File: config.mk
export PLATFORM = sky130hd
export DESIGN_NAME = multi_lane_bus_round_robin_arbiter
export DESIGN_NICKNAME = d
export VERILOG_FILES = /design/src/hdl/mlba_pkg.sv /design/src/hdl/mlba_ctrl.sv /design/src/hdl/mlba_dp.sv /design/src/hdl/multi_lane_bus_round_robin_arbiter.sv
export SDC_FILE = /design/constraint.sdc
export NUM_CORES = 2
export LEC_CHECK = 0
export BUFFER_PORTS_ARGS = -buffer_cell sky130_fd_sc_hd__buf_4
export CAP_MARGIN = 0
export CORE_UTILIZATION = 41
export CTS_CLUSTER_SIZE = 40
export DETAILED_ROUTE_END_ITERATION = 8
export GPL_TIMING_DRIVEN = 1
export PLACE_DENSITY = 0.52
export SYNTH_ARGS = -nofsm -noshare
export SYNTH_HDL_FRONTEND = slang
export SYNTH_SLANG_ARGS = --single-unit
File: constraint.sdc
create_clock -name clk -period 16.2 [get_ports clk]
set_clock_uncertainty 0.2 [all_clocks]
set_input_delay 0.81 -clock clk [delete_from_list [all_inputs] [get_ports clk]]
set_output_delay 0.81 -clock clk [all_outputs]
set_load 0.005 [all_outputs]
File: src/hdl/mlba_pkg.sv
package mlba_pkg;

	localparam int MaxSources = 16;
	localparam int MaxLanes   = 4;
	localparam int SrcW       = 4;
	localparam int LaneW      = 2;

	// Register indexes on the configuration port
	localparam logic [1:0] REG_BANDWIDTH = 2'd0;
	localparam logic [1:0] REG_SOURCES   = 2'd1;
	localparam logic [1:0] REG_LANES     = 2'd2;

	// Result status codes
	localparam logic [1:0] ST_GRANT = 2'd0;
	localparam logic [1:0] ST_STALL = 2'd1;
	localparam logic [1:0] ST_NOLANE = 2'd2;
	localparam logic [1:0] ST_TICK  = 2'd3;

	typedef enum logic [2:0] {
		S_IDLE,
		S_LANE,
		S_SCAN,
		S_DIV,
		S_STAMP,
		S_OUT
	} state_t;

	// Controller to datapath
	typedef struct packed {
		logic load;
		logic tick;
		logic lane_start;
		logic scan_step;
		logic div_start;
		logic div_step;
		logic stamp;
		logic res_stall;
		logic res_nolane;
		logic res_tick;
	} cmd_t;

	// Datapath to controller
	typedef struct packed {
		logic req;
		logic dest_rdy;
		logic lane_cached;
		logic lane_busy;
		logic scan_hit;
		logic scan_last;
		logic lane_match;
		logic lane_last;
		logic div_done;
	} sts_t;

endpackage

File: src/hdl/mlba_ctrl.sv
module mlba_ctrl (
	input  logic            clk,
	input  logic            arst_n,
	input  logic            in_valid,
	output logic            in_ready,
	output logic            out_valid,
	input  logic            out_ready,
	output mlba_pkg::cmd_t  cmd,
	input  mlba_pkg::sts_t  sts
);
	import mlba_pkg::*;

	state_t state_q, state_d;

	// Next state
	always_comb begin
		state_d = state_q;
		case (state_q)
			S_IDLE: begin
				if (in_valid) state_d = S_LANE;
			end
			S_LANE: begin
				if (!sts.req || !sts.dest_rdy) state_d = S_OUT;
				else if (sts.lane_cached || sts.lane_busy) begin
					if (sts.lane_match) state_d = S_DIV;
					else if (sts.lane_last) state_d = S_OUT;
				end else state_d = S_SCAN;
			end
			S_SCAN: begin
				if (sts.scan_hit || sts.scan_last) begin
					if (sts.lane_match) state_d = S_DIV;
					else if (sts.lane_last) state_d = S_OUT;
					else state_d = S_LANE;
				end
			end
			S_DIV: begin
				if (sts.div_done) state_d = S_STAMP;
			end
			S_STAMP: state_d = S_OUT;
			S_OUT: begin
				if (out_ready) state_d = S_IDLE;
			end
			default: state_d = S_IDLE;
		endcase
	end

	// Outputs
	always_comb begin
		cmd = '0;
		in_ready = 1'b0;
		out_valid = 1'b0;
		case (state_q)
			S_IDLE: begin
				in_ready = 1'b1;
				cmd.load = in_valid;
			end
			S_LANE: begin
				if (!sts.req) cmd.tick = 1'b1;
				else if (!sts.dest_rdy) cmd.res_stall = 1'b1;
				else if (sts.lane_cached || sts.lane_busy) begin
					cmd.lane_start = 1'b1;
					if (sts.lane_match) cmd.div_start = 1'b1;
					else if (sts.lane_last) cmd.res_nolane = 1'b1;
				end else cmd.lane_start = 1'b1;
			end
			S_SCAN: begin
				cmd.scan_step = 1'b1;
				if (sts.scan_hit || sts.scan_last) begin
					if (sts.lane_match) cmd.div_start = 1'b1;
					else if (sts.lane_last) cmd.res_nolane = 1'b1;
				end
			end
			S_DIV: cmd.div_step = 1'b1;
			S_STAMP: cmd.stamp = 1'b1;
			S_OUT: out_valid = 1'b1;
			default: ;
		endcase
		cmd.res_tick = cmd.tick;
	end

	always_ff @(posedge clk or negedge arst_n) begin
		if (!arst_n) state_q <= S_IDLE;
		else state_q <= state_d;
	end
endmodule

File: src/hdl/mlba_dp.sv
module mlba_dp (
	input  logic                    clk,
	input  logic                    arst_n,
	input  logic                    cfg_we,
	input  logic [1:0]              cfg_index,
	input  logic [7:0]              cfg_data,
	input  logic                    req_type,
	input  logic [mlba_pkg::SrcW-1:0] source_index,
	input  logic [15:0]             pkt_bytes,
	input  logic [15:0]             head_ready_mask,
	input  logic                    dest_ready,
	input  mlba_pkg::cmd_t          cmd,
	output mlba_pkg::sts_t          sts,
	output logic [1:0]              status,
	output logic [1:0]              granted_lane,
	output logic [15:0]             transfer_latency,
	output logic [31:0]             busy_until
);
	import mlba_pkg::*;

	// Configuration
	logic [7:0] bw_q;
	logic [4:0] nsrc_cfg_q;
	logic [2:0] nlane_cfg_q;
	always_ff @(posedge clk or negedge arst_n) begin
		if (!arst_n) begin
			bw_q <= 8'd8;
			nsrc_cfg_q <= 5'd16;
			nlane_cfg_q <= 3'd4;
		end else if (cfg_we) begin
			case (cfg_index)
				REG_BANDWIDTH: bw_q <= cfg_data;
				REG_SOURCES:   nsrc_cfg_q <= cfg_data[4:0];
				REG_LANES:     nlane_cfg_q <= cfg_data[2:0];
				default: ;
			endcase
		end
	end

	// Clamped counts
	logic [4:0] nsrc;
	logic [2:0] nlane;
	assign nsrc = (nsrc_cfg_q == 5'd0) ? 5'd1 : (nsrc_cfg_q > 5'd16 ? 5'd16 : nsrc_cfg_q);
	assign nlane = (nlane_cfg_q == 3'd0) ? 3'd1 : (nlane_cfg_q > 3'd4 ? 3'd4 : nlane_cfg_q);

	// Captured item
	logic              req_q, dest_q;
	logic [SrcW-1:0]   src_q;
	logic [15:0]       size_q, mask_q;
	always_ff @(posedge clk) begin
		if (cmd.load) begin
			req_q <= req_type;
			dest_q <= dest_ready;
			src_q <= source_index;
			size_q <= pkt_bytes;
			mask_q <= head_ready_mask;
		end
	end

	// Arbitration state
	logic [31:0]       cycle_q;
	logic [SrcW-1:0]   last_q;
	logic [32:0]       lane_busy_q [MaxLanes];
	logic [MaxLanes-1:0] dec_valid_q;
	logic [4:0]        choice_q [MaxLanes];
	logic [32:0]       src_busy_q [MaxSources];
	logic [LaneW-1:0]  lane_q;
	logic [4:0]        step_q;
	logic [SrcW-1:0]   cand_q;

	logic still_lane, still_src, cand_ok, src_ok;
	logic [4:0] cur_choice;
	assign still_lane = !lane_busy_q[lane_q][32] && (lane_busy_q[lane_q][31:0] >= cycle_q);
	assign still_src = !src_busy_q[cand_q][32] && (src_busy_q[cand_q][31:0] >= cycle_q);
	assign cand_ok = mask_q[cand_q] && !still_src;
	assign src_ok = {1'b0, src_q} < nsrc;

	// Small remainder by compare and subtract; v stays at or below 16
	function automatic logic [4:0] wrap_src(logic [4:0] v, logic [4:0] n);
		logic [4:0] r;
		r = v;
		for (int k = 4; k >= 0; k--) begin
			if ({5'd0, r} >= ({5'd0, n} << k)) r = r - 5'({5'd0, n} << k);
		end
		return r;
	endfunction

	// Candidate for the first scan step: (last + 1) mod nsrc
	logic [4:0] first_cand;
	assign first_cand = wrap_src({1'b0, last_q} + 5'd1, nsrc);

	// Choice visible this cycle for the lane under test
	always_comb begin
		cur_choice = 5'h10;
		if (dec_valid_q[lane_q]) cur_choice = choice_q[lane_q];
		else if (cmd.scan_step && cand_ok) cur_choice = {1'b0, cand_q};
	end

	assign sts.req = req_q;
	assign sts.dest_rdy = dest_q;
	assign sts.lane_cached = dec_valid_q[lane_q];
	assign sts.lane_busy = still_lane;
	assign sts.scan_hit = cand_ok;
	assign sts.scan_last = (step_q + 5'd1 >= nsrc);
	assign sts.lane_match = src_ok && (cur_choice == {1'b0, src_q});
	assign sts.lane_last = ({1'b0, lane_q} + 3'd1 >= nlane);

	// Divider: restoring, one quotient bit per cycle
	logic [15:0] dividend_q, rem_q;
	logic [4:0]  div_cnt_q;
	logic [16:0] trial;
	logic [7:0]  bw_eff;
	assign bw_eff = (bw_q == 8'd0) ? 8'd1 : bw_q;
	assign trial = {rem_q, dividend_q[15]} - {9'd0, bw_eff};
	assign sts.div_done = (div_cnt_q == 5'd16);

	logic [31:0] until_c;
	assign until_c = cycle_q + {16'd0, dividend_q};

	always_ff @(posedge clk or negedge arst_n) begin
		if (!arst_n) begin
			cycle_q <= '0;
			last_q <= '0;
			dec_valid_q <= '0;
			for (int i = 0; i < MaxLanes; i++) lane_busy_q[i] <= 33'h1_0000_0000;
			for (int i = 0; i < MaxSources; i++) src_busy_q[i] <= 33'h1_0000_0000;
			lane_q <= '0;
			step_q <= '0;
			cand_q <= '0;
			div_cnt_q <= '0;
		end else begin
			if (cmd.load) lane_q <= '0;
			if (cmd.tick) begin
				cycle_q <= cycle_q + 32'd1;
				dec_valid_q <= '0;
			end
			// Lane entry: a cached or busy lane decides at once
			if (cmd.lane_start) begin
				if (!dec_valid_q[lane_q]) begin
					if (still_lane) begin
						dec_valid_q[lane_q] <= 1'b1;
						choice_q[lane_q] <= 5'h10;
						if (!sts.lane_match && !sts.lane_last) lane_q <= lane_q + 1'b1;
					end else begin
						step_q <= '0;
						cand_q <= first_cand[SrcW-1:0];
					end
				end else if (!sts.lane_match && !sts.lane_last) lane_q <= lane_q + 1'b1;
			end
			// Round-robin scan, one source a cycle
			if (cmd.scan_step) begin
				if (cand_ok || sts.scan_last) begin
					dec_valid_q[lane_q] <= 1'b1;
					choice_q[lane_q] <= cand_ok ? {1'b0, cand_q} : 5'h10;
					if (cand_ok) last_q <= cand_q;
					if (!sts.lane_match && !sts.lane_last) lane_q <= lane_q + 1'b1;
				end else begin
					step_q <= step_q + 5'd1;
					cand_q <= ({1'b0, cand_q} + 5'd1 >= nsrc) ? '0 : cand_q + 1'b1;
				end
			end
			if (cmd.div_start) begin
				dividend_q <= (size_q == 16'd0) ? 16'd0 : size_q - 16'd1;
				rem_q <= '0;
				div_cnt_q <= '0;
			end
			if (cmd.div_step && !sts.div_done) begin
				div_cnt_q <= div_cnt_q + 5'd1;
				if (!trial[16]) begin
					rem_q <= trial[15:0];
					dividend_q <= {dividend_q[14:0], 1'b1};
				end else begin
					rem_q <= {rem_q[14:0], dividend_q[15]};
					dividend_q <= {dividend_q[14:0], 1'b0};
				end
			end
			// Stamp lane and source: quotient q gives until = cycle + q
			if (cmd.stamp) begin
				lane_busy_q[lane_q] <= {1'b0, until_c};
				src_busy_q[src_q] <= {1'b0, until_c};
			end
		end
	end

	// Result register
	always_ff @(posedge clk) begin
		if (cmd.res_tick || cmd.res_stall || cmd.res_nolane) begin
			status <= cmd.res_tick ? ST_TICK : (cmd.res_stall ? ST_STALL : ST_NOLANE);
			granted_lane <= '0;
			transfer_latency <= '0;
			busy_until <= '0;
		end else if (cmd.stamp) begin
			status <= ST_GRANT;
			granted_lane <= lane_q;
			transfer_latency <= dividend_q + 16'd1;
			busy_until <= until_c;
		end
	end
endmodule

File: src/hdl/multi_lane_bus_round_robin_arbiter.sv
// Tick or stall: no scan or division. A request visits the lanes in turn, scans the sources
// in round-robin order, and when granted runs the bit-serial division and the stamp.
// One item at a time; the next item is taken after the result transfer.
// The scan of sources and the bit-serial bandwidth divider set how long an item takes.
// Reset (arst_n low): cycle counter and last source cleared, all lanes and sources idle,
// bandwidth 8, 16 sources, 4 lanes.
module multi_lane_bus_round_robin_arbiter (
	input  logic        clk,
	input  logic        arst_n,
	input  logic        cfg_we,
	input  logic [1:0]  cfg_index,
	input  logic [7:0]  cfg_data,
	input  logic        in_valid,
	output logic        in_ready,
	input  logic        req_type,
	input  logic [3:0]  source_index,
	input  logic [15:0] pkt_bytes,
	input  logic [15:0] head_ready_mask,
	input  logic        dest_ready,
	output logic        out_valid,
	input  logic        out_ready,
	output logic [1:0]  status,
	output logic [1:0]  granted_lane,
	output logic [15:0] transfer_latency,
	output logic [31:0] busy_until
);
	import mlba_pkg::*;

	cmd_t cmd;
	sts_t sts;

	mlba_ctrl u_ctrl (
		.clk(clk), .arst_n(arst_n),
		.in_valid(in_valid), .in_ready(in_ready),
		.out_valid(out_valid), .out_ready(out_ready),
		.cmd(cmd), .sts(sts)
	);

	mlba_dp u_dp (
		.clk(clk), .arst_n(arst_n),
		.cfg_we(cfg_we), .cfg_index(cfg_index), .cfg_data(cfg_data),
		.req_type(req_type), .source_index(source_index), .pkt_bytes(pkt_bytes),
		.head_ready_mask(head_ready_mask), .dest_ready(dest_ready),
		.cmd(cmd), .sts(sts),
		.status(status), .granted_lane(granted_lane),
		.transfer_latency(transfer_latency), .busy_until(busy_until)
	);
endmodule

Word-level counts from Yosys, hierarchy flattened
Memory sizes are Yosys's and may differ from the RTL's.
Index checks and enable logic that the tools add are counted.
{"block": "classes", "addsub": 17, "mul": 0, "div_mod_pow": 0, "order_cmp": 21, "n_eq_ne": 14, "shift": 0, "mux": 113, "n_bitwise": 6, "n_reduce_logical": 39}
{"op": "bitwise mux 528 bit", "n": 1}
{"op": "two-way mux 33 bit", "n": 6}
{"op": "binary-select mux 33 bit (select 4 bit)", "n": 1}
{"op": "bitwise mux 132 bit", "n": 1}
{"op": "demux 33 bit (select 4 bit)", "n": 1}
{"op": "two-way mux 16 bit", "n": 6}
{"op": "two-way mux 5 bit", "n": 17}
{"op": "binary-select mux 33 bit (select 2 bit)", "n": 1}
{"op": "demux 33 bit (select 2 bit)", "n": 1}
{"op": ">= comparator 32 bit", "n": 2}
{"op": "two-way mux 4 bit", "n": 13}
{"op": "two-way mux 3 bit", "n": 12}
{"op": "adder 32 x 1 -> 32 bit (second input constant)", "n": 1}
{"op": "adder 32 x 16 -> 32 bit", "n": 1}
{"op": "two-way mux 1 bit", "n": 32}
{"op": "two-way mux 2 bit", "n": 14}
{"op": "subtractor 5 bit", "n": 4}
{"op": "one-hot mux 3 bit (6 select lines)", "n": 1}
{"op": "subtractor 17 x 8 -> 17 bit", "n": 1}
{"op": "adder 16 x 1 -> 16 bit (second input constant)", "n": 1}
{"op": "zero test 16 bit", "n": 1}
{"op": "subtractor 16 x 1 -> 16 bit (second input constant)", "n": 1}
{"op": ">= comparator 5 bit", "n": 3}
{"op": "logical AND 1 bit", "n": 12}
{"op": "50 further kinds", "n": 76}
{"block": "word_totals", "reg_bits": 857, "latch_bits": 0, "ram_bits": 20, "rom_bits": 0, "in_bits": 53, "output_inout_bits": 54, "elab_cells": 253, "mem_count": 1}
{"memory": "u_dp.choice_q", "depth": 4, "width": 5, "rd": 1, "rd_clocked_by_memory_dff": 0, "write_ports": 1, "line_no": "mlba_dp.sv:65", "text": "logic [4:0] choice_q [MaxLanes];"}

Depth between registers and ports, before layout
{"block": "depth", "word_depth": 22, "ltp_mapped": 33, "ltp_nobuf": 33}

Cells and area by module
Synthesis repeated with hierarchy kept, for this count alone.
{"block": "hier_totals", "hier_cells": 3744, "area_unflattened_um2": 41118.2}
{"mod": "mlba_dp", "instances": 1, "cells_per_inst": 3694, "area_each_um2": 40740.3, "seq_area_each_um2": 22110.0}
{"mod": "mlba_ctrl", "instances": 1, "cells_per_inst": 50, "area_each_um2": 377.9, "seq_area_each_um2": 75.1}

Least setup slack after synthesis
OpenSTA, ideal clock, no wires.
{"block": "synth_path", "path_type": "register to register", "startpoint": "reg u_dp.nsrc_cfg_q[4]", "endpoint": "reg u_dp.cand_q[1]", "setup_ns": 0.134, "t_arrival_ns": 6.950, "t_required_ns": 15.866, "path_slack_ns": 8.916, "stages_incl_launch_ff": 32, "path_buffers": 0, "period_less_slack_ns": 7.284, "cell_sequence": "dfstp_2 > clkinv_1 > o21a_1 > ha_1 > nor2b_1 > nand4_1 > a21oi_1 > mux2i_1 > ha_1 > a21oi_1 > nor4_1 > mux2_2 > ha_1 > a21oi_1 > nor3_1 > mux2_2 > inv_1 > ha_1 > a21o_1 > a21oi_1 > a21boi_0 > o21ai_1 > mux2i_1 > ha_1 > o21ai_0 > nand2b_1 > a21o_1 > a21o_1 > a21oi_1 > mux2_2 > mux2i_1 > mux2i_1"}
{"block": "synth_between", "elab_chain_len": 18, "elab_cells_between_ends": 28, "cone_classes": "add/sub (5); order compare (8); mux (13); reduce/logical (2)"}
{"item": "from (decl)", "line_no": "mlba_dp.sv:23", "text": "logic [4:0] nsrc_cfg_q;"}
{"item": "from (signal assigned)", "line_no": "mlba_dp.sv:33", "text": "REG_SOURCES: nsrc_cfg_q <= cfg_data[4:0];"}
{"item": "greater-than comparator 5 bit", "line_no": "mlba_dp.sv:43", "text": "assign nsrc = (nsrc_cfg_q == 5'd0) ? 5'd1 : (nsrc_cfg_q > 5'd16 ? 5'd16 : nsrc_cfg_q);"}
{"item": "two-way mux 5 bit", "line_no": "mlba_dp.sv:43"}
{"item": "two-way mux 5 bit (*)", "line_no": "mlba_dp.sv:43"}
{"item": ">= comparator 5 x 9 -> 1 bit / subtractor 5 bit (equally long branches)", "line_no": "mlba_dp.sv:83", "text": "if ({5'd0, r} >= ({5'd0, n} << k)) r = r - 5'({5'd0, n} << k);"}
{"item": "two-way mux 5 bit", "line_no": "mlba_dp.sv:83"}
{"item": ">= comparator 5 x 8 -> 1 bit / subtractor 5 bit (equally long branches)", "line_no": "mlba_dp.sv:83"}
{"item": "two-way mux 5 bit", "line_no": "mlba_dp.sv:83"}
{"item": ">= comparator 5 x 7 -> 1 bit / subtractor 5 bit (equally long branches)", "line_no": "mlba_dp.sv:83"}
{"item": "(+2 left out)"}
{"item": "two-way mux 5 bit", "line_no": "mlba_dp.sv:83"}
{"item": "subtractor 4 bit / >= comparator 5 bit (equally long branches)", "line_no": "mlba_dp.sv:83"}
{"item": "two-way mux 4 bit", "line_no": "mlba_dp.sv:83"}
{"item": "two-way mux 4 bit", "line_no": "mlba_dp.sv:140", "text": "if (still_lane) begin"}
{"item": "two-way mux 4 bit", "line_no": "mlba_dp.sv:139", "text": "if (!dec_valid_q[lane_q]) begin"}
{"item": "two-way mux 4 bit", "line_no": "mlba_dp.sv:138", "text": "if (cmd.lane_start) begin"}
{"item": "two-way mux 4 bit", "line_no": "mlba_dp.sv:152", "text": "if (cand_ok || sts.scan_last) begin"}
{"item": "two-way mux 4 bit (*)", "line_no": "mlba_dp.sv:151", "text": "if (cmd.scan_step) begin"}
{"item": "to (signal assigned)", "line_no": "mlba_dp.sv:146", "text": "cand_q <= first_cand[SrcW-1:0];"}
{"item": "to (signal assigned)", "line_no": "mlba_dp.sv:159", "text": "cand_q <= ({1'b0, cand_q} + 5'd1 >= nsrc) ? '0 : cand_q + 1'b1;"}
{"item": "to (decl)", "line_no": "mlba_dp.sv:69", "text": "logic [SrcW-1:0] cand_q;"}
Every way passes the cells marked *; elsewhere a longest branch is shown, timed or not.
A chain may end at the register's enable or synchronous reset.

Worst setup path in the final report
Ends and elaborated chain as after synthesis.

==> results.json <==
{
  "timing.final.crit_share": 0.5151,
  "cp_max_fo": 10,
  "design.core.area_um2": 98850,
  "num_antenna_cells": 0,
  "synth.top_cells.by_count": "sky130_fd_sc_hd__nand2_1 (737), sky130_fd_sc_hd__dfrtp_1 (712), sky130_fd_sc_hd__o21ai_0 (674), sky130_fd_sc_hd__clkbuf_1 (219), sky130_fd_sc_hd__mux4_2 (204)",
  "row_count": 115,
  "vias_per_cell": 5.372,
  "post-layout-total-power_mw": 7.462,
  "ys_seq_area_frac": 0.5399,
  "cts_root_buf": "sky130_fd_sc_hd__clkbuf_16",
  "final_nets": 3850,
  "yosys-top-cells-area": "sky130_fd_sc_hd__dfrtp_1 (43%), sky130_fd_sc_hd__mux4_2 (11%), sky130_fd_sc_hd__o21ai_0 (8.2%)",
  "yosys_most_used_dff": "sky130_fd_sc_hd__dfrtp_1",
  "netlist_area_um2": 41090,
  "initial_antenna_violation_count": 0,
  "timing.critical_path.slowest_cell_delay_ns": 0.56,
  "critPathTopFamily": "compound AO/OA/AOI/OAI gates",
  "floorplan.die.width_um": 318.6,
  "timing.critical_path.to_type": "flip-flop",
  "worst_slew_pin_slew_ns": 1.196,
  "post_cts_hold_buffer_count": 1,
  "drv_slew": 0,
  "synth_fp_nets": 3842,
  "drive_gt1_frac": 0.1800,
  "synthSimpleGateAreaFrac": 0.1059,
  "gpl.final_weighted_congestion": 0.7840,
  "wl_per_cell_um": 21.62,
  "grt_usage": 0.2196,
  "netlist.top_cell.by_area": "sky130_fd_sc_hd__dfrtp_1",
  "hold_violation_count_in_the_final_report": 0,
  "drt_pre_antenna_iters": 5,
  "timing.critical_path.required_ns": 16.54,
  "critPathKind": "reg -> reg",
  "synth-compound-area-share": 0.1254,
  "synth_top_family_by_area": "multiplexers",
  "detail_route.wirelength_um": 108800,
  "drcViolationCount": 0,
  "detail-route-antenna-nets": 0,
  "post_synth_num_cell_types": 80,
  "h-tree-depth": 3,
  "per_instance_average_area_after_synthesis_um2": 11.25,
  "area_growth_synth_to_finish_pct": 13.55,
  "clock_pin_slew_worst_setup_and_hold_paths_ns": 0.06,
  "hp-class": "in -> reg",
  "hpwlAfterDp_um": 64730,
  "report.final.setup_viol": 0,
  "power.ir.vdd_worst_mv": 0.1148,
  "worst_path_max_delay_cell": "sky130_fd_sc_hd__dfstp_2",
  "yosys_top_cell_area_share": 0.4336,
  "first_global_vias": 27460,
  "rsz0062_at_grt": "no",
  "yosys_register_bits": 877,
  "cts-buffers-inserted": 100,
  "critical_path_arrival_ns": 8.68,
  "grt-ovfl-total": 0,
  "reg2reg_setup_slack_ns": 7.86,
  "power.leakage_nw": 19.89,
  "grt_start_max_net_pins": 162,
  "initial_utilization": 0.4157,
  "post_cts_setup_buffer_count": 0,
  "setup.worst_path.start_class": "flip-flop",
  "synth.yosys.warnings": 0,
  "async_flop_share": 0.8381,
  "synthCells": 3652,
  "synthXorXnorAreaFrac": 0.02430,
  "clk_latency_ns": 0.68,
  "clock_sink_count": 877,
  "routed-via-count": 27030,
  "port_buffers": 106,
  "global_route_wire_length_before_repair_um": 172200,
  "fmax_ghz": 0.1198,
  "io-pin-count": 107,
  "post_synth_mux_area_share": 0.1286,
  "status": "finished clean",
  "synth_adder_area_share": 0.04263,
  "post_cts_resize_count": 0,
  "die_height_um": 318.6,
  "powerDensity_nw_per_um2": 159.9,
  "final_period_minus_worst_setup_slack_ns": 8.344,
  "synth.most_common_cell": "sky130_fd_sc_hd__nand2_1",
  "drv_cap": 0,
  "crit_buf_inv": 2,
  "dr.first_iter.drc_count": 1897,
  "cts_tree": "done",
  "setup-tns-final_ns": 0,
  "die_area_um2": 101500,
  "ctsLongestPathBuffers": 3,
  "slew_headroom": 0.2019,
  "synth-edff-count": 92
}
==> report_power, final <==
| group | switching (mW) | total [mW] | leakage [nW] | internal, mW |
|---|---|---|---|---|
| combinational | 1.15 | 2.08 | 7.04 | 0.923 |
| clock | 0.950 | 2.41 | 1.72 | 1.46 |
| sequential | 0.306 | 2.98 | 11.1 | 2.67 |
| total | 2.41 | 7.46 | 19.9 | 5.05 |
==> cell families after synthesis <==
logic type,after synthesis
simple gates,1027
compound gates,883
flops,877
buf+inv,346
mux,268
fa+ha+maj,137
xor+xnor,114
==> path summary, 6_finish.rpt <==
| check | from | endpoint | cells after the start |
|---|---|---|---|
| worst min-delay path | source_index[3] | u_dp.src_q[3] | 1 |
| worst max register to register | u_dp.nsrc_cfg_q[4] | u_dp.cand_q[1] | 31 |
| worst min register to register | u_dp.busy_until[25] | u_dp.busy_until[25] | 1 |
| worst max-delay path | u_dp.nsrc_cfg_q[4] | u_dp.cand_q[1] | 31 |
| max in group asynchronous | arst_n | u_dp.src_busy_q[508] | 4 |
| min in group asynchronous | arst_n | u_dp.bw_q[4] | 2 |
==> per-stage QoR <==
stage	setup WS (ns)	utilization	cells	hold WS (ns)	cell area (µm²)
finish	7.856	0.4720	5031	0.1064	46660
global route	7.034	0.4720	5031	0.08213	46660
CTS	7.827	0.4720	5031	0.06097	46660
detailed placement	7.868	0.4362	4844	0.2591	43120
global placement	8.030	0.4362	4844	0.2558	43120
floorplan	8.916	-	3652	0.2405	41090
==> metal layers <==
| metal | part of all wire | track usage | vias to the layer above |
|---|---|---|---|
| met3 | 0.036 | 0.02671 | 125 |
| li1 | - | - | 12930 |
| met2 | 0.45 | 0.3373 | 441 |
| met5 | 0 | 0 | - |
| met4 | 0.019 | 0.05389 | 0 |
| met1 | 0.50 | 0.3304 | 13530 |
==> worst reg2reg max path, delay by kind of cell, from the launching register on <==
family | cells | cell delay [ns]
AND/OR/NAND/NOR | 5 | 1.00
multiplexers | 7 | 2.12
AO/OA/AOI/OAI | 12 | 2.50
flip-flops | 1 | 0.56
buffers and inverters | 2 | 0.39
adder cells (fa/ha/maj) | 5 | 1.43
==> registers in the layout (all words and copies together), names as in the netlist, 3 cells and up <==
register	flops
u_ctrl.state_q	3
u_dp.busy_until	32
u_dp.bw_q	8
u_dp.cand_q	4
u_dp.choice_q	20
u_dp.cycle_q	32
u_dp.dec_valid_q	4
u_dp.div_cnt_q	5
u_dp.dividend_q	16
u_dp.lane_busy_q	132
u_dp.last_q	4
u_dp.mask_q	16
u_dp.nlane_cfg_q	3
u_dp.nsrc_cfg_q	5
u_dp.rem_q	16
u_dp.size_q	16
u_dp.src_busy_q	528
u_dp.src_q	4
u_dp.step_q	5
u_dp.transfer_latency	16
==> final cells by class <==
type | instances | area [µm²]
multi-input combinational | 2429 | 17710
clock buffer | 150 | 3042
sequential | 877 | 22200
timing repair buffer | 169 | 1304
tap | 1287 | 1610
clock inverter | 36 | 488.0
fill | 9023 | 52190
inverter | 83 | 312.8
==> cells in the final DEF, fill, tap and decap left out, types with 24 or more instances in the layout <==
cell type and count:
sky130_fd_sc_hd__o2bb2ai_2 29, sky130_fd_sc_hd__nor2_1 83, sky130_fd_sc_hd__dfxtp_1 50, sky130_fd_sc_hd__mux2_2 40
sky130_fd_sc_hd__clkbuf_1 25, sky130_fd_sc_hd__mux2i_1 24, sky130_fd_sc_hd__edfxtp_1 92, sky130_fd_sc_hd__o21ai_0 674
sky130_fd_sc_hd__inv_1 79, sky130_fd_sc_hd__a21oi_1 55, sky130_fd_sc_hd__nand3_1 44, sky130_fd_sc_hd__a22o_1 27
sky130_fd_sc_hd__ha_1 132, sky130_fd_sc_hd__dfrtp_1 707, sky130_fd_sc_hd__mux4_2 204, sky130_fd_sc_hd__and2_1 24
sky130_fd_sc_hd__xor2_1 30, sky130_fd_sc_hd__nand2_1 720, sky130_fd_sc_hd__buf_4 165, sky130_fd_sc_hd__clkbuf_16 109
sky130_fd_sc_hd__xnor2_1 75
No activity file was read; power rests on OpenSTA's default activity.
